--- src/sv/u8am_pkg.sv ---
// u8am_pkg: shared types and constants of the utf-8 to code-page converter
// no dependencies; imported by every module of the block
`default_nettype none

package u8am_pkg;

	// input command codes
	localparam logic CMD_MAP_WRITE = 1'b0;
	localparam logic CMD_BYTE      = 1'b1;

	// configuration register indexes (paddr[2])
	localparam logic REG_REPL   = 1'b0;
	localparam logic REG_STRICT = 1'b1;

	localparam logic [7:0]  REPL_RESET = 8'd63;
	localparam logic [7:0]  ASCII_MAX  = 8'h7f;
	localparam logic [15:0] CP_FFFD    = 16'hfffd;

	// continuation range rule of the next byte
	localparam logic [2:0] CLS_NONE = 3'd0;
	localparam logic [2:0] CLS_ANY  = 3'd1;
	localparam logic [2:0] CLS_E0   = 3'd2;
	localparam logic [2:0] CLS_ED   = 3'd3;
	localparam logic [2:0] CLS_F0   = 3'd4;
	localparam logic [2:0] CLS_F4   = 3'd5;

	// source of one result character
	typedef enum logic [1:0] {
		K_ASCII = 2'd0,
		K_FFFD  = 2'd1,
		K_CP    = 2'd2
	} kind_t;

	// decoded byte waiting for its map lookup
	typedef struct packed {
		logic [1:0] n;
		kind_t      k0;
		kind_t      k1;
		logic [6:0] asc;
		logic       cp_zero;
		logic       eos;
	} item_t;

	// strict failure feedback from the output stage to the decoder
	typedef struct packed {
		logic active;
		logic eos;
	} fail_t;

	function automatic logic cont_ok(input logic [2:0] cls, input logic [7:0] b);
		logic ok;
		case (cls)
			CLS_E0:  ok = (b >= 8'ha0) && (b <= 8'hbf);
			CLS_ED:  ok = (b >= 8'h80) && (b <= 8'h9f);
			CLS_F0:  ok = (b >= 8'h90) && (b <= 8'hbf);
			CLS_F4:  ok = (b >= 8'h80) && (b <= 8'h8f);
			default: ok = (b >= 8'h80) && (b <= 8'hbf);
		endcase
		return ok;
	endfunction

endpackage

`default_nettype wire

--- src/sv/u8am_cfg.sv ---
// u8am_cfg: apb register file (replacement character, strict mode)
// depends on u8am_pkg
`default_nettype none

module u8am_cfg
	import u8am_pkg::*;
(
	input  wire logic        clk,
	input  wire logic        arst_n,
	input  wire logic        psel,
	input  wire logic        penable,
	input  wire logic        pwrite,
	input  wire logic [2:0]  paddr,
	input  wire logic [31:0] pwdata,
	output logic      [31:0] prdata,
	output logic             pready,
	output logic      [7:0]  repl,
	output logic             strict
);

	logic       wr;
	logic [7:0] repl_q;
	logic       strict_q;

	assign pready = 1'b1;
	assign wr     = psel && penable && pwrite && pready;

	always_ff @(posedge clk or negedge arst_n) begin
		if (!arst_n) begin
			repl_q   <= REPL_RESET;
			strict_q <= 1'b0;
		end else if (wr) begin
			case (paddr[2])
				REG_REPL:   repl_q   <= pwdata[7:0];
				REG_STRICT: strict_q <= pwdata[0];
				default:    ;
			endcase
		end
	end

	always_comb begin
		case (paddr[2])
			REG_REPL:   prdata = {24'd0, repl_q};
			REG_STRICT: prdata = {31'd0, strict_q};
			default:    prdata = 32'd0;
		endcase
	end

	assign repl   = repl_q;
	assign strict = strict_q;

endmodule

`default_nettype wire

--- config.mk ---
export PLATFORM = sky130hd
export DESIGN_NAME = u8am_cfg
export DESIGN_NICKNAME = d
export VERILOG_FILES = /design/src/sv/u8am_pkg.sv /design/src/sv/u8am_cfg.sv
export SDC_FILE = /design/constraint.sdc
export NUM_CORES = 1
export LEC_CHECK = 0
export BUFFER_PORTS_ARGS = -buffer_cell sky130_fd_sc_hd__buf_2
export CORE_MARGIN = 4
export CORE_UTILIZATION = 34
export CTS_CLUSTER_SIZE = 25
export DETAILED_ROUTE_END_ITERATION = 8
export PLACE_DENSITY = 0.8
export SYNTH_ARGS = -nofsm -noshare
export SYNTH_HDL_FRONTEND = slang
export SYNTH_SLANG_ARGS = --single-unit
export TNS_END_PERCENT = 20
--- constraint.sdc ---
create_clock -name clk -period 1.7 [get_ports clk]
set_input_delay 0.255 -clock clk [delete_from_list [all_inputs] [get_ports clk]]
set_output_delay 0.255 -clock clk [all_outputs]
set_load 0.005 [all_outputs]
==> flow_metrics.py <==
metrics = {
    "sta": {
        "setup_violations": 0,
        "rsz0062_at_grt": "no",
        "fmax_ghz": 0.776,
        "period_share_pct": 75.8,
        "clock_skew_ns": 0,
        "min_period_ns": 1.29,
        "tns_ns": 0,
        "timing.hold.ws_ns": 0.229,
        "slew_violations": 0,
        "hold_viol_final": 0,
        "setup_slack_ns": 0.411,
    },
    "worst_hold_path": {
        "hp-class": "in2reg",
    },
    "setup_path": {
        "worstPathArrival_ns": 1.03,
        "crit_chain": "mux2_2 -> buf_2",
        "max_stage_delay_ns": 0.54,
        "path_max_fanout": 3,
        "required_ns": 1.44,
        "critPathCaptureType": "output port",
        "crit_path_top_delay_cell": "dfstp_2",
        "start_kind": "register",
        "critPathKind": "reg2out",
    },
    "grt": {
        "grt_pass1_wl_mm": 1.75,
        "gr-usage-all-layers_pct": 9.27,
        "antenna_found_initial": 0,
        "grt_start_max_net_pins": 11,
        "overflow": 0,
        "grt_pass1_vias": 374,
    },
    "clocking": {
        "clk_path_buf_depth": 2,
        "htree_levels": 1,
        "cts_resized": 0,
        "cts_tree": "done",
        "insertion_delay_ns": 0.25,
        "cts_buffers": 3,
        "cts-root-buf": "clkbuf_4",
        "cts.sinks": 9,
        "cts_setup_buffers": 0,
        "clkTransAtPathRegs_ns": 0.06,
    },
    "synth": {
        "yosys_warnings": 0,
        "synth_area_um2": 654,
        "yosysTopAreaCell": "buf_4",
        "ys_ff_latch": 9,
        "synth_sequential_area_ratio_pct": 35.6,
        "yosys-top-cells-count": "buf_4, and2b_2, mux2_2",
        "ys.flop_type": "dfstp_2",
        "ys_async_sr_fraction_pct": 100,
        "syn_avg_cell_area_um2": 11.7,
        "synth_top_area_share_pct": 28.7,
        "yosys.cell_count.top_type": "buf_4",
        "synthCells": 56,
        "synth_edf_count": 0,
        "ys_top_cells_by_area": "buf_4, dfstp_2, mux2_2, dfrtp_1, and2b_2",
        "ys_types": 10,
    },
    "die": {
        "io_pins": 82,
        "die_area_um2": 2690,
        "start_util_pct": 36.7,
        "core_area_um2": 1780,
        "die_w_um": 51.9,
        "num_rows": 15,
        "die_y_um": 51.9,
    },
    "route": {
        "via_count": 416,
        "dr.first_iter.drc_count": 0,
        "first_pass_iters": 1,
        "ant_nets": 0,
        "viasPerCell": 3.68,
        "wire_per_inst_um": 10.5,
        "routed_wl_mm": 1.19,
        "drcViolationCount": 0,
    },
    "layout": {
        "syn2layout_area_growth_pct": 16.1,
        "nNetsFinal": 129,
        "diodes": 0,
        "drive_above_1_share_pct": 64.8,
        "fill_cells": 190,
    },
    "run_status": {
        "status": "completed",
    },
    "pwr": {
        "max-vdd-ir-drop_mv": 0.422,
        "power.density_nw_per_um2": 908,
        "power_leakage_nw": 0.437,
        "power_uw": 689,
    },
    "place": {
        "place_congestion": 0.568,
        "io_buffer_count": 30,
        "pre_cts_slack_ns": 0.519,
        "hpwl_mm": 1.02,
    },
    "run": {
        "maxCapViolCount": 0,
    },
}
stage by stage:
step | util (%) | area [um2] | instances
5_1_grt | 42.6 | 759 | 113
3_3_place_gp | 40.6 | 723 | 108
6_report | 42.6 | 759 | 113
2_1_floorplan | - | 741 | 79
3_5_place_dp | 40.6 | 723 | 108
4_1_cts | 42.6 | 759 | 113
layout make-up:
type	instances	area, um2	share of cell area, %
multi-input cells	44	309	40.7
flip-flops and latches	9	233	30.6
repair buffers	31	160	21.1
well taps	25	31.3	4.12
clock buffers	4	26.3	3.46
placed cells by master, fill, tap and decap left out:
cell	Yosys	routed
buf_2	0	30
nand4_1	1	1
clkbuf_1	0	1
dfstp_2	6	6
and2b_2	7	7
conb_1	2	25
clkbuf_4	0	3
nand4b_4	1	1
mux2_4	3	3
mux2_2	7	7
dlygate4sd3_1	0	1
dfrtp_1	3	3
kinds of logic after synthesis:
group,share of synthesized area [%]
other,1.15
multiplexers,18.9
buffers and inverters,30.4
AND/OR/NAND/NOR,14.0
flip-flops,35.6
worst paths after layout:
check / startpoint / end / slack (ns) / depth (start not counted)
setup / recovery: repl[0] / prdata[0] / 0.41 / 2
hold / removal: pwdata[5] / repl[5] / 0.23 / 2
setup reg to reg: repl[7] / repl[7] / 0.94 / 1
hold reg to reg: strict / strict / 0.53 / 1
max in group asynchronous: arst_n / repl[2] / 1.07 / 2
min in group asynchronous: arst_n / strict / 0.38 / 2
state kept, by name (all words and copies together) (netlist names):
| register | count |
|---|---|
| strict | 1 |
| repl | 8 |
critical path, delay by kind of cell (launching register included):
family / cells / cell delay (ns)
mux: 1 / 0.14
flops: 1 / 0.54
buf+inv: 1 / 0.10
power breakdown:
group | total, mW | internal [mW] | switching, mW
combinational | 0.210 | 0.127 | 0.0829
clock | 0.162 | 0.0903 | 0.0719
sequential | 0.317 | 0.285 | 0.0319
layer usage:
metal,wire (um),global-route usage (%),vias up
met5,0,0,-
met4,0,3.93,0
met3,171,4.01,0
met2,604,15.3,33
met1,415,10.3,186
li1,-,-,197
what timing repair did:
| item | 4_1_cts | 5_1_grt |
|---|---|---|
| hold endpoints to repair | 3 | 0 |
| endpoints found under the setup margin | 0 | 0 |
| hold buffers | 1 | 0 |
Note: power is estimated with default switching activity, not from simulation.
