`config.mk`:
```
export PLATFORM = sky130hd
export DESIGN_NAME = u8am_emit
export DESIGN_NICKNAME = d
export VERILOG_FILES = /design/src/sv/u8am_pkg.sv /design/src/sv/u8am_emit.sv
export SDC_FILE = /design/constraint.sdc
export NUM_CORES = 1
export LEC_CHECK = 0
export BUFFER_PORTS_ARGS = -buffer_cell sky130_fd_sc_hd__buf_2
export CAP_MARGIN = 20
export CELL_PAD_IN_SITES_DETAIL_PLACEMENT = 0
export CELL_PAD_IN_SITES_GLOBAL_PLACEMENT = 1
export CORE_MARGIN = 10
export CORE_UTILIZATION = 25
export DETAILED_ROUTE_END_ITERATION = 8
export PLACE_DENSITY = 0.57
export SLEW_MARGIN = 20
export SYNTH_ARGS = -nofsm -noshare
export SYNTH_HDL_FRONTEND = slang
export SYNTH_SLANG_ARGS = --single-unit
```
`constraint.sdc`:
```
create_clock -name clk -period 2.8 [get_ports clk]
set_clock_uncertainty 0.2 [all_clocks]
set_input_delay 0.14 -clock clk [delete_from_list [all_inputs] [get_ports clk]]
set_output_delay 0.14 -clock clk [all_outputs]
set_load 0.05 [all_outputs]
```
`src/sv/u8am_pkg.sv`:
```
// u8am_pkg: shared types and constants of the utf-8 to code-page converter
// no dependencies; imported by every module of the block
`default_nettype none

package u8am_pkg;

	// input command codes
	localparam logic CMD_MAP_WRITE = 1'b0;
	localparam logic CMD_BYTE      = 1'b1;

	// configuration register indexes (paddr[2])
	localparam logic REG_REPL   = 1'b0;
	localparam logic REG_STRICT = 1'b1;

	localparam logic [7:0]  REPL_RESET = 8'd63;
	localparam logic [7:0]  ASCII_MAX  = 8'h7f;
	localparam logic [15:0] CP_FFFD    = 16'hfffd;

	// continuation range rule of the next byte
	localparam logic [2:0] CLS_NONE = 3'd0;
	localparam logic [2:0] CLS_ANY  = 3'd1;
	localparam logic [2:0] CLS_E0   = 3'd2;
	localparam logic [2:0] CLS_ED   = 3'd3;
	localparam logic [2:0] CLS_F0   = 3'd4;
	localparam logic [2:0] CLS_F4   = 3'd5;

	// source of one result character
	typedef enum logic [1:0] {
		K_ASCII = 2'd0,
		K_FFFD  = 2'd1,
		K_CP    = 2'd2
	} kind_t;

	// decoded byte waiting for its map lookup
	typedef struct packed {
		logic [1:0] n;
		kind_t      k0;
		kind_t      k1;
		logic [6:0] asc;
		logic       cp_zero;
		logic       eos;
	} item_t;

	// strict failure feedback from the output stage to the decoder
	typedef struct packed {
		logic active;
		logic eos;
	} fail_t;

	function automatic logic cont_ok(input logic [2:0] cls, input logic [7:0] b);
		logic ok;
		case (cls)
			CLS_E0:  ok = (b >= 8'ha0) && (b <= 8'hbf);
			CLS_ED:  ok = (b >= 8'h80) && (b <= 8'h9f);
			CLS_F0:  ok = (b >= 8'h90) && (b <= 8'hbf);
			CLS_F4:  ok = (b >= 8'h80) && (b <= 8'h8f);
			default: ok = (b >= 8'h80) && (b <= 8'hbf);
		endcase
		return ok;
	endfunction

endpackage

`default_nettype wire

```
`src/sv/u8am_emit.sv`:
```
// u8am_emit: lookup stage and output register, splits a byte into its results
// depends on u8am_pkg
`default_nettype none

module u8am_emit
	import u8am_pkg::*;
(
	input  wire logic       clk,
	input  wire logic       arst_n,
	input  wire logic       load,
	input  wire item_t      item_in,
	input  wire logic [7:0] rdata,
	input  wire logic [7:0] fffd_entry,
	input  wire logic [7:0] repl,
	input  wire logic       strict,
	output fail_t           fb,
	output logic            in_free,
	output logic            out_valid,
	input  wire logic       out_ready,
	output logic      [7:0] ansi_char,
	output logic            unmappable,
	output logic            last_char
);

	item_t      item_s1;
	logic       s1_valid_q;
	logic       sel_q;

	logic       out_valid_q;
	logic [7:0] out_char_q;
	logic       out_unm_q;
	logic       out_last_q;

	logic [7:0] ch0;
	logic [7:0] ch1;
	logic       fail0;
	logic       fail1;
	logic [1:0] n_eff;
	logic       cur_fail;
	logic [7:0] cur_ch;
	logic       cur_bad;
	logic       is_last_res;
	logic       out_free;
	logic       emit;
	logic       done;

	function automatic logic [7:0] char_of(input kind_t k, input logic [6:0] asc,
		input logic cp_zero, input logic [7:0] mem_data, input logic [7:0] fffd);
		logic [7:0] c;
		case (k)
			K_ASCII: c = {1'b0, asc};
			K_FFFD:  c = fffd;
			K_CP:    c = cp_zero ? 8'd0 : mem_data;
			default: c = 8'd0;
		endcase
		return c;
	endfunction

	assign ch0   = char_of(item_s1.k0, item_s1.asc, item_s1.cp_zero, rdata, fffd_entry);
	assign ch1   = char_of(item_s1.k1, item_s1.asc, item_s1.cp_zero, rdata, fffd_entry);
	assign fail0 = strict && (item_s1.k0 != K_ASCII) && (ch0 == 8'd0);
	assign fail1 = strict && (item_s1.k1 != K_ASCII) && (ch1 == 8'd0);
	assign n_eff = ((item_s1.n != 2'd0) && fail0) ? 2'd1 : item_s1.n;

	assign fb.active = s1_valid_q && (((item_s1.n != 2'd0) && fail0) ||
		((item_s1.n == 2'd2) && fail1));
	assign fb.eos    = item_s1.eos;

	assign cur_ch   = sel_q ? ch1 : ch0;
	assign cur_fail = sel_q ? fail1 : fail0;
	assign cur_bad  = ((sel_q ? item_s1.k1 : item_s1.k0) != K_ASCII) && (cur_ch == 8'd0);

	assign is_last_res = ((n_eff == 2'd1) && !sel_q) || ((n_eff == 2'd2) && sel_q);
	assign out_free    = !out_valid_q || out_ready;
	assign emit        = s1_valid_q && (n_eff != 2'd0) && out_free;
	assign done        = s1_valid_q && ((n_eff == 2'd0) || (out_free && is_last_res));
	assign in_free     = !s1_valid_q || done;

	always_ff @(posedge clk or negedge arst_n) begin
		if (!arst_n) begin
			s1_valid_q <= 1'b0;
			sel_q      <= 1'b0;
		end else begin
			if (load) begin
				s1_valid_q <= 1'b1;
				sel_q      <= 1'b0;
			end else if (done) begin
				s1_valid_q <= 1'b0;
				sel_q      <= 1'b0;
			end else if (emit) begin
				sel_q <= 1'b1;
			end
		end
	end

	always_ff @(posedge clk) begin
		if (load) begin
			item_s1 <= item_in;
		end
	end

	always_ff @(posedge clk or negedge arst_n) begin
		if (!arst_n) begin
			out_valid_q <= 1'b0;
		end else if (emit) begin
			out_valid_q <= 1'b1;
		end else if (out_ready) begin
			out_valid_q <= 1'b0;
		end
	end

	always_ff @(posedge clk) begin
		if (emit) begin
			out_char_q <= cur_fail ? 8'd0 : (cur_bad ? repl : cur_ch);
			out_unm_q  <= cur_fail;
			out_last_q <= cur_fail || (item_s1.eos && is_last_res);
		end
	end

	assign out_valid  = out_valid_q;
	assign ansi_char  = out_char_q;
	assign unmappable = out_unm_q;
	assign last_char  = out_last_q;

	a_sel_two: assert property (@(posedge clk) disable iff (!arst_n)
		(s1_valid_q && sel_q) |-> (n_eff == 2'd2))
		else $error("second result selected for a single-result beat");

	a_fail_last: assert property (@(posedge clk) disable iff (!arst_n)
		(out_valid_q && out_unm_q) |-> (out_last_q && out_char_q == 8'd0))
		else $error("failure result not marked last");

	a_hold_stage: assert property (@(posedge clk) disable iff (!arst_n)
		(s1_valid_q && !out_free && n_eff != 2'd0) |=> (s1_valid_q && $stable(sel_q)))
		else $error("lookup stage moved while output stalled");

endmodule

`default_nettype wire

```
==> results.json <==
{
  "synth_top_area_cell": "edfxtp_1",
  "ios": 58,
  "synth_edf_count": 25,
  "cts.sinks": 28,
  "status": "finished, final reports clean",
  "dp_hpwl_mm": 4.51,
  "io_buffers": 57,
  "grt_overflow_total": 0,
  "grt_pass1_wl_mm": 9.27,
  "crit_start": "item_s1[11]",
  "final-seq-area_um2": 826,
  "n_antenna_cell": 0,
  "finalSetupViolCount": 0,
  "final_layout_size_suffix_gt1_frac": 0.366,
  "start_util": 0.257,
  "synthCells": 185,
  "path_class": "reg2out",
  "clkTransAtPathRegs_ns": 0.10,
  "wl_per_cell_um": 15.1,
  "synthesis.area_mm2": 0.00185,
  "yosysMostFrequentCell": "edfxtp_1",
  "wirelength_mm": 5.67,
  "tightest_slew_ns": 0.554,
  "drcViolationCount": 0,
  "synth_cell_types": 47,
  "crit_path_end": "in_free",
  "finalHoldViolCount": 0,
  "fin_util": 0.375,
  "max_cap_violations": 0,
  "core_mm2": 0.00721,
  "drt_iter0_drc": 130,
  "nFillCells": 782,
  "cts_made_buffers": 3,
  "row_count": 31,
  "final.setup.tns_ns": 0,
  "multi_input_area_um2": 945,
  "cp-end-kind": "output port",
  "hold_class": "in2reg",
  "synth_area_leaders": "edfxtp_1 (41%), nand2b_1 (5.1%), mux2i_1 (4.9%)",
  "drtPass1Iterations": 4,
  "ys_warn_count": 0,
  "num_vias": 1769,
  "synth_ff_type": "edfxtp_1",
  "reg2reg_from": "item_s1[11]",
  "regToRegSetupSlack_ns": 0.34,
  "power_density_mw_per_mm2": 515,
  "grt_pass1_vias": 1935,
  "gp_congestion": 0.806,
  "critical_path_required_ns": 2.46,
  "fin_nets": 321,
  "period_minus_slack_ns": 2.67,
  "syn_to_final_growth_pct": 45.9,
  "startpoint_type": "flop",
  "yosysSeqAreaShare": 0.446,
  "critPathArrivalTime_ns": 2.33,
  "root_buffer": "clkbuf_8",
  "dr.max_layer_used": "met4",
  "cts_tree": "done",
  "die_x_um": 106,
  "max_slew_margin": 0.627,
  "wl_met2_mm": 2.92,
  "wl_met3_um": 235,
  "antenna_found_initial": 0,
  "r2r_end": "ansi_char[4]",
  "yosys-top-cells-count": "edfxtp_1 (25), nand2b_1 (15), nor2_1 (15), a21oi_1 (13)",
  "reg2reg_depth": 7,
  "syn_nets": 229,
  "synth_top_area_share": 0.405,
  "cp_max_fo": 9,
  "slew_viol_final": 0,
  "async_flop_share": 0.107,
  "drt-vias-per-instance": 4.72,
  "clk_path_buf_depth": 2,
  "ir_worst_vdd_v": 0.000264,
  "period_share": 0.954,
  "p_total_uw": 1390,
  "die_h_um": 106,
  "ant_nets": 0,
  "ys_seq_elements": 28,
  "grt_use_total": 0.0999,
  "grt_max_degree": 19,
  "power_leakage_uw": 0.00112,
  "fmax_mhz": 374,
  "clk_latency_ns": 0.28,
  "dieArea_mm2": 0.0112,
  "synth_area_per_cell_um2": 10.0,
  "wl_met1_mm": 2.46,
  "htreeDepth": 1
}
==> cells by family after synthesis <==
kind of cell / synth area share
AOI/OAI and AO/OA: 0.198
buffers and inverters: 0.0736
DFF: 0.446
muxes: 0.0547
and+or+nand+nor: 0.228
==> routing by layer <==
layer  up-vias  GRT usage
met5         -          0
met4         0     0.0290
met3         6     0.0223
met2        35      0.182
met1       855      0.113
li1        873          -
==> through the flow <==
stage / area (um2) / worst slack [ns] / hold WS [ns] / std cells
after floorplan: 1850 / 0.163 / -0.356 / 185
after global placement: 2260 / 0.271 / -0.258 / 339
after detailed placement: 2260 / 0.235 / -0.256 / 339
after CTS: 2570 / 0.00189 / 0.0107 / 366
after global routing: 2700 / -0.00109 / 0.0485 / 375
final: 2700 / 0.128 / 0.0256 / 375
==> state kept, by name (all words and copies together), names as in the netlist <==
register,flops
out_valid,1
sel_q,1
unmappable,1
fb,1
last_char,1
s1_valid_q,1
ansi_char,8
item_s1,14
==> area by class of cell <==
| type | count | share of cell area |
|---|---|---|
| clock inverter | 1 | 0.0111 |
| tap | 99 | 0.0458 |
| multi-input combinational | 130 | 0.350 |
| clock buffer | 3 | 0.0153 |
| sequential | 28 | 0.306 |
| inverter | 15 | 0.0208 |
| timing repair buffer | 99 | 0.252 |
==> placed cells by master, fill, tap and decap left out, drive strengths merged, types with 2 or more instances in the layout <==
cell type     n
a31o          3
and3          3
o211ai        2
a311oi        2
and2          2
a22oi         4
o41ai         2
nor2b         3
dfrtp         3
or3b          2
o22ai         3
dlygate4sd3  20
nand2b       15
clkbuf        3
o21ai         9
buf          79
o32ai         2
o22a          3
o21a          3
inv          14
nand3b        6
a21oi        13
mux2i         9
nor4          4
nand2         3
nor2         15
edfxtp       25
nor3         11
==> report_power, final <==
group / total, uW / switching (uW) / leakage, uW / internal [uW]
registers: 541 / 23.9 / 0.000279 / 517
clock network: 323 / 131 / 0.0000357 / 192
logic: 529 / 317 / 0.000807 / 212
total: 1390 / 473 / 0.00112 / 921
==> how the worst min path moves through the flow <==
stage,to,cells after the start,from,slack (ns)
after CTS,out_valid,3,out_ready,0.01
after detailed placement,s1_valid_q,1,arst_n,-0.26
after floorplan,out_valid,0,arst_n,-0.36
final,out_valid,3,out_ready,0.03
after global placement,s1_valid_q,1,arst_n,-0.26
after global routing,out_valid,3,out_ready,0.05
==> repair_timing <==
item                       in CTS  in global routing
gates resized for setup         3                 13
setup buffers                   3                  9
setup endpoints to repair       2                  2
hold endpoints to repair       21                  0
pin swaps                       0                  3
hold buffers                   20                  0
==> critical path, cell delays in order (launching register included) <==
cell and delay, ns:
edfxtp_1 0.42, buf_8 0.17, or3b_1 0.39, a22oi_2 0.21, nor4_4 0.09, nand3_2 0.14
mux2_4 0.32, o21ai_2 0.14, buf_6 0.18
Note: power is estimated with default switching activity, not from simulation.
