===== src/sv/u8am_pkg.sv =====
// u8am_pkg: shared types and constants of the utf-8 to code-page converter
// no dependencies; imported by every module of the block
`default_nettype none

package u8am_pkg;

	// input command codes
	localparam logic CMD_MAP_WRITE = 1'b0;
	localparam logic CMD_BYTE      = 1'b1;

	// configuration register indexes (paddr[2])
	localparam logic REG_REPL   = 1'b0;
	localparam logic REG_STRICT = 1'b1;

	localparam logic [7:0]  REPL_RESET = 8'd63;
	localparam logic [7:0]  ASCII_MAX  = 8'h7f;
	localparam logic [15:0] CP_FFFD    = 16'hfffd;

	// continuation range rule of the next byte
	localparam logic [2:0] CLS_NONE = 3'd0;
	localparam logic [2:0] CLS_ANY  = 3'd1;
	localparam logic [2:0] CLS_E0   = 3'd2;
	localparam logic [2:0] CLS_ED   = 3'd3;
	localparam logic [2:0] CLS_F0   = 3'd4;
	localparam logic [2:0] CLS_F4   = 3'd5;

	// source of one result character
	typedef enum logic [1:0] {
		K_ASCII = 2'd0,
		K_FFFD  = 2'd1,
		K_CP    = 2'd2
	} kind_t;

	// decoded byte waiting for its map lookup
	typedef struct packed {
		logic [1:0] n;
		kind_t      k0;
		kind_t      k1;
		logic [6:0] asc;
		logic       cp_zero;
		logic       eos;
	} item_t;

	// strict failure feedback from the output stage to the decoder
	typedef struct packed {
		logic active;
		logic eos;
	} fail_t;

	function automatic logic cont_ok(input logic [2:0] cls, input logic [7:0] b);
		logic ok;
		case (cls)
			CLS_E0:  ok = (b >= 8'ha0) && (b <= 8'hbf);
			CLS_ED:  ok = (b >= 8'h80) && (b <= 8'h9f);
			CLS_F0:  ok = (b >= 8'h90) && (b <= 8'hbf);
			CLS_F4:  ok = (b >= 8'h80) && (b <= 8'h8f);
			default: ok = (b >= 8'h80) && (b <= 8'hbf);
		endcase
		return ok;
	endfunction

endpackage

`default_nettype wire


===== src/sv/u8am_dec.sv =====
// u8am_dec: utf-8 decoder state and per-byte decode, issues the map read
// depends on u8am_pkg
`default_nettype none

module u8am_dec
	import u8am_pkg::*;
#(
	parameter int MAP_INDEX_BITS = 16
) (
	input  wire logic                      clk,
	input  wire logic                      arst_n,
	input  wire logic                      accept_byte,
	input  wire logic [7:0]                data_byte,
	input  wire logic                      end_of_string,
	input  wire fail_t                     fb,
	output item_t                          item,
	output logic      [MAP_INDEX_BITS-1:0] rd_addr
);

	logic [14:0] part_q;
	logic [1:0]  cont_q;
	logic [2:0]  cls_q;
	logic        drop_q;

	logic        eff_drop;
	logic [14:0] eff_part;
	logic [1:0]  eff_cont;
	logic [2:0]  eff_cls;

	logic        l_res;
	kind_t       l_kind;
	logic [14:0] l_part;
	logic [1:0]  l_cont;
	logic [2:0]  l_cls;

	logic [20:0] cp;
	logic [1:0]  r_n;
	kind_t       r_k0;
	kind_t       r_k1;
	logic [14:0] nxt_part;
	logic [1:0]  nxt_cont;
	logic [2:0]  nxt_cls;
	logic        nxt_drop;

	// a strict failure in the output stage clears the decoder at once
	assign eff_drop = fb.active ? !fb.eos : drop_q;
	assign eff_part = fb.active ? 15'd0 : part_q;
	assign eff_cont = fb.active ? 2'd0 : cont_q;
	assign eff_cls  = fb.active ? CLS_NONE : cls_q;

	always_comb begin
		l_res  = 1'b0;
		l_kind = K_FFFD;
		l_part = 15'd0;
		l_cont = 2'd0;
		l_cls  = CLS_NONE;
		if (data_byte <= ASCII_MAX) begin
			l_res  = 1'b1;
			l_kind = K_ASCII;
		end else if (data_byte >= 8'hc2 && data_byte <= 8'hdf) begin
			l_part = {10'd0, data_byte[4:0]};
			l_cont = 2'd1;
			l_cls  = CLS_ANY;
		end else if (data_byte >= 8'he0 && data_byte <= 8'hef) begin
			l_part = {11'd0, data_byte[3:0]};
			l_cont = 2'd2;
			l_cls  = (data_byte == 8'he0) ? CLS_E0 : (data_byte == 8'hed) ? CLS_ED : CLS_ANY;
		end else if (data_byte >= 8'hf0 && data_byte <= 8'hf4) begin
			l_part = {12'd0, data_byte[2:0]};
			l_cont = 2'd3;
			l_cls  = (data_byte == 8'hf0) ? CLS_F0 : (data_byte == 8'hf4) ? CLS_F4 : CLS_ANY;
		end else begin
			l_res = 1'b1;
		end
	end

	assign cp = {eff_part, data_byte[5:0]};

	always_comb begin
		r_n      = 2'd0;
		r_k0     = K_ASCII;
		r_k1     = K_ASCII;
		nxt_part = 15'd0;
		nxt_cont = 2'd0;
		nxt_cls  = CLS_NONE;
		nxt_drop = 1'b0;
		if (eff_cont != 2'd0) begin
			if (cont_ok(eff_cls, data_byte)) begin
				if (eff_cont == 2'd1) begin
					r_n  = 2'd1;
					r_k0 = K_CP;
				end else begin
					nxt_part = {eff_part[8:0], data_byte[5:0]};
					nxt_cont = eff_cont - 2'd1;
					nxt_cls  = CLS_ANY;
				end
			end else begin
				r_n      = 2'd1;
				r_k0     = K_FFFD;
				nxt_part = l_part;
				nxt_cont = l_cont;
				nxt_cls  = l_cls;
				if (l_res) begin
					r_n  = 2'd2;
					r_k1 = l_kind;
				end
			end
		end else begin
			nxt_part = l_part;
			nxt_cont = l_cont;
			nxt_cls  = l_cls;
			if (l_res) begin
				r_n  = 2'd1;
				r_k0 = l_kind;
			end
		end
		// sequence cut short by the end of the string
		if (end_of_string) begin
			if (nxt_cont != 2'd0) begin
				if (r_n == 2'd0) begin
					r_n  = 2'd1;
					r_k0 = K_FFFD;
				end else begin
					r_n  = 2'd2;
					r_k1 = K_FFFD;
				end
			end
			nxt_part = 15'd0;
			nxt_cont = 2'd0;
			nxt_cls  = CLS_NONE;
		end
		if (eff_drop) begin
			r_n      = 2'd0;
			nxt_part = 15'd0;
			nxt_cont = 2'd0;
			nxt_cls  = CLS_NONE;
			nxt_drop = !end_of_string;
		end
	end

	always_ff @(posedge clk or negedge arst_n) begin
		if (!arst_n) begin
			part_q <= 15'd0;
			cont_q <= 2'd0;
			cls_q  <= CLS_NONE;
			drop_q <= 1'b0;
		end else if (accept_byte) begin
			part_q <= nxt_part;
			cont_q <= nxt_cont;
			cls_q  <= nxt_cls;
			drop_q <= nxt_drop;
		end else if (fb.active) begin
			part_q <= 15'd0;
			cont_q <= 2'd0;
			cls_q  <= CLS_NONE;
			drop_q <= !fb.eos;
		end
	end

	assign item.n       = r_n;
	assign item.k0      = r_k0;
	assign item.k1      = r_k1;
	assign item.asc     = data_byte[6:0];
	assign item.cp_zero = ((cp >> MAP_INDEX_BITS) != 21'd0);
	assign item.eos     = end_of_string;
	assign rd_addr      = cp[MAP_INDEX_BITS-1:0];

	a_drop_clear: assert property (@(posedge clk) disable iff (!arst_n)
		drop_q |-> (cont_q == 2'd0 && part_q == 15'd0))
		else $error("drop pending with live decoder state");

endmodule

`default_nettype wire


===== config.mk =====
export PLATFORM = sky130hd
export DESIGN_NAME = u8am_dec
export DESIGN_NICKNAME = d
export VERILOG_FILES = /design/src/sv/u8am_pkg.sv /design/src/sv/u8am_dec.sv
export SDC_FILE = /design/constraint.sdc
export NUM_CORES = 1
export LEC_CHECK = 0
export ABC_AREA = 0
export BUFFER_PORTS_ARGS = -buffer_cell sky130_fd_sc_hd__buf_4
export CORE_ASPECT_RATIO = 0.75
export CORE_MARGIN = 2
export CORE_UTILIZATION = 50
export DETAILED_ROUTE_END_ITERATION = 6
export PLACE_DENSITY = 0.78
export SLEW_MARGIN = 20
export SYNTH_ARGS = -nofsm -noshare
export SYNTH_HDL_FRONTEND = slang
export SYNTH_SLANG_ARGS = --single-unit

===== constraint.sdc =====
create_clock -name clk -period 2.25 [get_ports clk]
set_input_delay 0.1125 -clock clk [delete_from_list [all_inputs] [get_ports clk]]
set_output_delay 0.1125 -clock clk [all_outputs]
set_load 0.05 [all_outputs]

==> qor.txt, run 1 <==
Worst Clk Skew - 0.00534 ns
initial antenna violation count - 0
startpoint types - flip-flop
diode count - 0
RSZ-0062 raised after global routing - yes
final core utilization - 65.1%
syn avg cell area - 8.84 µm²
vias - 1403
Max Fclk - 430 MHz
Pwr Total - 0.864 mW
clk slew on worst S/H paths - 0.07 ns
final hold viol count - 0
port buffer count - 43
dominant synthesized flop cell - dfrtp_1
CTS tree - done
Worst-Margin Slew - 0.500 ns
Post-Syn Area - 0.00149 mm²
die width - 66.9 µm
Post-synth ARST share - 100%
Final #Nets - 222
Starting Density - 51.3%
ANT nets after route - 0
wire per inst - 16.2 µm
Logic pwr share - 26.5%
Rel. slew slack - 66.6%
Crit Path Class - flip-flop to primary output
Sequential Area - 526 µm²
Post-route DRC - 0
layout cells sized above 1 - 39.0%
fin cells - 243
Reg power frac - 44.3%
synthesis-to-finish area growth - 26.9%
DP HPWL - 2.69 mm
GRT Util Overall - 23.1%
H-tree depth - 1
largest cells by area after synthesis - dfrtp_1 35%, buf_4 7.6%, nand2_1 4.8%
max-cap viol count - 0
outcome - finished with violations
setup TNS - -0.245 ns
Yosys warnings - 0
worst setup path end - item[11]
CP Depth - 9
cell count after synthesis - 168
final worst path period need - 2.33 ns
hold crit path type - primary input to flip-flop
Yosys top cell area share - 35.4%
P_leak - 0.899 nW
reg2reg start - cont_q[0]$_DFF_PN0_
Inst Count DP - 231
core area - 0.00289 mm²
wirelength, routed - 3.93 mm
Multi-input gate area - 821 µm²
fill count - 240
CP delay by family, top - simple AND/OR/NAND/NOR gates
most common cell after layout, fill and taps aside - buf_4
peak supply drop - 0.327 mV
clock latency on the worst-skew pair - 0.27 ns
Yosys reg bits - 21
post-synthesis sequential area ratio - 35.4%
largest area contributor in the netlist - dfrtp_1
Pwr Density - 458 mW/mm²
post-synth cell types - 47
critical path peak fanout - 4
Detailed Route Iter0 Violations - 90
Int Power - 0.581 mW
die area - 0.00343 mm²
DRT Pass-1 Iters - 4
cts bufs inserted - 3
Slew Limit Fails - 0
most frequent cells in the layout - 52 x buf_4, 21 x dfrtp_1, 19 x nand2_1
Root Buffer - clkbuf_8
Worst Setup End Kind - primary output
Boundary Pins - 45
Final period util - 103%
CP peak stage delay - 0.52 ns
die height - 51.2 µm
Worst R2R End - part_q[1]$_DFF_PN0_
clock power share - 29.2%
slowest stage cell on the critical path - or4b_4
Longest Clk Path Bufs - 2
critical path required time - 2.14 ns
first-pass GRT wire length - 5.98 mm
# clock sinks - 21
vias in the first global route - 1275
Final setup viols - 5
failing checks - negative setup slack
largest net degree at the start of global routing - 22
post-route setup slack - -0.0750 ns
gpl congestion - 0.939
EDFF count, synth - 0
Vias/cell - 5.77
critical path data arrival time - 2.21 ns
num rows - 17
cells on worst reg2reg path - 11
FF-to-FF setup slack - -0.06 ns
GR Overflow Total - 0
Buf+Inv Stages, Crit Path - 2
Synth Net Count - 184
Critical path origin - cont_q[0]$_DFF_PN0_
CP cell instances - nand2b_1 > inv_2 > ha_4 > or4b_4 > a21oi_4 > nand2_2 > o21a_1 > o22ai_2 > buf_6
NetSw - 0.283 mW
Switching Fraction - 32.7%
-- area by class of cell --
type	instances	share of cell area [%]
Inverter	9	1.79
Clock buffer	4	2.39
Tap cell	38	2.52
Sequential cell	21	27.9
Multi-Input combinational cell	117	43.6
Timing Repair Buffer	54	21.8
-- registers in the layout, indices dropped and copies added, names as in the netlist --
name	count
drop_q	1
part_q	15
cont_q	2
cls_q	3
-- layer usage --
metal  track usage (%)  routed length (µm)  vias up
met3              5.51                 324        8
met2              35.7                1790       78
met4              6.12                  63        0
met5                 0                   0        -
met1              32.6                1760      661
li1                  -                   -      656
-- synth_stat cells (5+ instances only) --
cell type,n
buf_4,15
nand2_1,19
nor2_1,7
o22ai_1,5
nand3_1,5
nor2b_1,8
o21ai_0,9
nor3_1,5
a22o_2,5
dfrtp_1,21
nand2b_1,5
a21oi_1,7
inv_1,9
-- per-stage QoR --
| step | setup WS, ns | cell area (µm²) | hold slack, ns |
|---|---|---|---|
| after floorplan | -0.134 | 1490 | -0.183 |
| after global placement | 0.121 | 1730 | 0.00840 |
| after detailed placement | 0.0330 | 1730 | 0.0134 |
| after CTS | -0.0714 | 1850 | 0.0760 |
| after global routing | -0.175 | 1880 | 0.0898 |
| final | -0.0750 | 1880 | 0.0739 |
-- how the worst min path moves through the flow --
stage / cells past startpoint / endpoint / startpoint / slack [ns]
global placement: 1 / cls_q[2]$_DFF_PN0_ / arst_n / 0.008
floorplan: 0 / cls_q[0]$_DFF_PN0_ / arst_n / -0.18
CTS: 2 / drop_q$_DFF_PN0_ / end_of_string / 0.08
finish: 2 / drop_q$_DFF_PN0_ / end_of_string / 0.07
global route: 2 / drop_q$_DFF_PN0_ / end_of_string / 0.09
detailed placement: 1 / part_q[6]$_DFF_PN0_ / arst_n / 0.01
-- power by group through the flow --
stage                     combinational [mW]  clock, mW  sequential, mW
after CTS                              0.224      0.254           0.383
after global routing                   0.244      0.271           0.383
after detailed placement               0.219          0           0.390
after floorplan                        0.163          0           0.390
final                                  0.229      0.252           0.383
after global placement                 0.215          0           0.390
-- logic make-up (layout without fill, tap and decap cells) --
group                    after synthesis  in the layout  synth area share [%]
AO/OA/AOI/OAI                         47             47                  24.9
XOR/XNOR                               1              1                 0.590
adder cells (fa/ha/maj)                2              2                  1.68
buffers and inverters                 30             67                  12.6
flip-flops                            21             21                  35.4
multiplexers                           2              2                  1.43
other                                  1              1                 0.252
AND/OR/NAND/NOR                       64             64                  23.2
-- repair_timing --
| action | in CTS | in global routing |
|---|---|---|
| setup buffers | 5 | 2 |
| pin swaps | 2 | 4 |
| hold buffers | 1 | 0 |
| gates resized for setup | 7 | 5 |
| setup endpoints to repair | 3 | 5 |
| hold endpoints to repair | 21 | 0 |
(Power assumes the default switching activity.)
==> run 2, diff against run 1 <==
--- a/config.mk
+++ b/config.mk
@@ -6,10 +6,11 @@
 export NUM_CORES = 1
 export LEC_CHECK = 0
 export ABC_AREA = 0
+export ABC_CLOCK_PERIOD_IN_PS = 2250
 export BUFFER_PORTS_ARGS = -buffer_cell sky130_fd_sc_hd__buf_4
 export CORE_ASPECT_RATIO = 0.75
-export CORE_MARGIN = 2
 export CORE_UTILIZATION = 50
+export CTS_BUF_LIST = sky130_fd_sc_hd__clkbuf_4 sky130_fd_sc_hd__clkbuf_8 sky130_fd_sc_hd__clkbuf_16
 export DETAILED_ROUTE_END_ITERATION = 6
 export PLACE_DENSITY = 0.78
 export SLEW_MARGIN = 20
==> qor.txt, run 2 (same netlist as run 1, synthesis figures left out) <==
DP Area - 0.00174 mm²
fin area - 0.00187 mm²
Longest Clk Path Bufs - 2
Post-route DRC - 0
diode count - 0
layout cells sized above 1 - 38.2%
Worst Hold Path Cells - 2
startpoint types - flip-flop
Root Buffer - clkbuf_8
gpl congestion - 0.936
clock latency on the worst-skew pair - 0.26 ns
Multi-input gate area - 810 µm²
largest net degree at the start of global routing - 22
outcome - finished with violations
H-tree depth - 1
NetSw - 0.275 mW
Inst Count DP - 230
cts bufs inserted - 3
critical path required time - 2.14 ns
die area - 0.00319 mm²
FF-to-FF setup slack - 0.18 ns
Max Fclk - 435 MHz
die width - 64.9 µm
clock power share - 29.8%
reg2reg start - cont_q[0]$_DFF_PN0_
clk slew on worst S/H paths - 0.07 ns
WHS Endpoint - drop_q$_DFF_PN0_
Switching Fraction - 31.7%
Crit Path Class - flip-flop to primary output
Sequential Area - 526 µm²
Largest Register - part_q
fill count - 221
Detailed Route Iter0 Violations - 56
DP HPWL - 2.70 mm
GR Overflow Total - 0
DRT Pass-1 Iters - 5
failing checks - negative setup slack
most frequent cells in the layout - 51 x buf_4, 21 x dfrtp_1, 19 x nand2_1, 9 x o21ai_0, 8 x nor2b_1
Worst Clk Skew - 0.00526 ns
num rows - 16
post-route setup slack - -0.0509 ns
Vias/cell - 5.78
Regs by FF count - part_q (15), cls_q (3), cont_q (2)
final worst path period need - 2.30 ns
Int Power - 0.593 mW
vias - 1386
# clock sinks - 21
final hold viol count - 0
vias in the first global route - 1249
critical path peak fanout - 4
synthesis-to-finish area growth - 25.7%
ANT nets after route - 0
RSZ-0062 raised after global routing - yes
peak supply drop - 0.264 mV
first-pass GRT wire length - 5.98 mm
Boundary Pins - 45
Final setup viols - 1
Logic pwr share - 26.1%
Slew Limit Fails - 0
die height - 49.2 µm
P_leak - 0.881 nW
critical path data arrival time - 2.19 ns
GRT Util Overall - 24.5%
wire per inst - 15.0 µm
min-delay src - end_of_string
CTS tree - done
Final period util - 102%
number of flip-flops under the largest register name - 15
Worst R2R End - part_q[1]$_DFF_PN0_
Pwr Density - 465 mW/mm²
port buffer count - 43
wirelength, routed - 3.60 mm
max-cap viol count - 0
Pwr Total - 0.868 mW
core area - 0.00270 mm²
cells on worst reg2reg path - 9
initial antenna violation count - 0
Worst Setup End Kind - primary output
Final #Nets - 221
setup TNS - -0.0509 ns
Starting Density - 55.0%
most common cell after layout, fill and taps aside - buf_4
Reg power frac - 44.1%
hold crit path type - primary input to flip-flop
fin cells - 240
==> run 2: changes by cell type in the layout (fill, tap and decap cells not counted), sizes merged <==
cell and change:
buf -1
==> run 2: timing repair <==
action	CTS	global route
cloned	0	0
hold endpoints to repair	21	0
pin swaps	0	2
setup endpoints to repair	3	4
hold buffers	1	0
gates resized for setup	7	2
buffers inserted	3	2
==> run 2: metrics by stage <==
step                hold WS (ns)  setup slack [ns]  util (%)
floorplan                 -0.183            -0.134         -
global route              0.0778            -0.138      69.1
detailed placement       0.00594            0.0127      64.2
CTS                       0.0814           -0.0443      68.3
global placement         0.00446             0.111      64.2
finish                    0.0850           -0.0509      69.1
==> run 2: per-layer routing <==
layer | up-vias | GRT usage, % | part of all wire, %
met2 | 63 | 38.2 | 45
met4 | 0 | 4.07 | 0.61
li1 | 656 | - | -
met5 | - | 0 | 0
met1 | 663 | 35.7 | 48
met3 | 4 | 4.44 | 6.1
==> run 2: how the worst max path moves through the flow <==
stage / end / depth (start not counted) / startpoint
5_1_grt: item[11] / 9 / cont_q[0]$_DFF_PN0_
3_3_place_gp: item[11] / 9 / cont_q[0]$_DFF_PN0_
2_1_floorplan: item[14] / 7 / fb[1]
6_report: item[11] / 9 / cont_q[0]$_DFF_PN0_
4_1_cts: item[11] / 9 / cont_q[0]$_DFF_PN0_
3_5_place_dp: item[11] / 9 / cont_q[0]$_DFF_PN0_
==> run 2: cell type report <==
class / count / area share [%]
clock buffers: 4 / 2.61
inverters: 9 / 1.81
multi-input cells: 117 / 43.4
flip-flops and latches: 21 / 28.2
well taps: 36 / 2.41
repair buffers: 53 / 21.6
==> run 2: critical path, stage by stage, from the launching register on <==
cell	delay [ns]
dfrtp_1	0.33
nand2b_1	0.08
buf_4	0.15
ha_2	0.17
or4b_4	0.49
a21oi_4	0.16
nand2_2	0.10
o21a_1	0.13
o22ai_2	0.15
buf_6	0.18
==> run 2: power groups by stage <==
stage | combinational [mW] | sequential (mW) | clock [mW]
detailed placement | 0.219 | 0.390 | 0
global route | 0.240 | 0.383 | 0.283
finish | 0.226 | 0.383 | 0.258
CTS | 0.225 | 0.383 | 0.260
global placement | 0.217 | 0.390 | 0
floorplan | 0.163 | 0.390 | 0
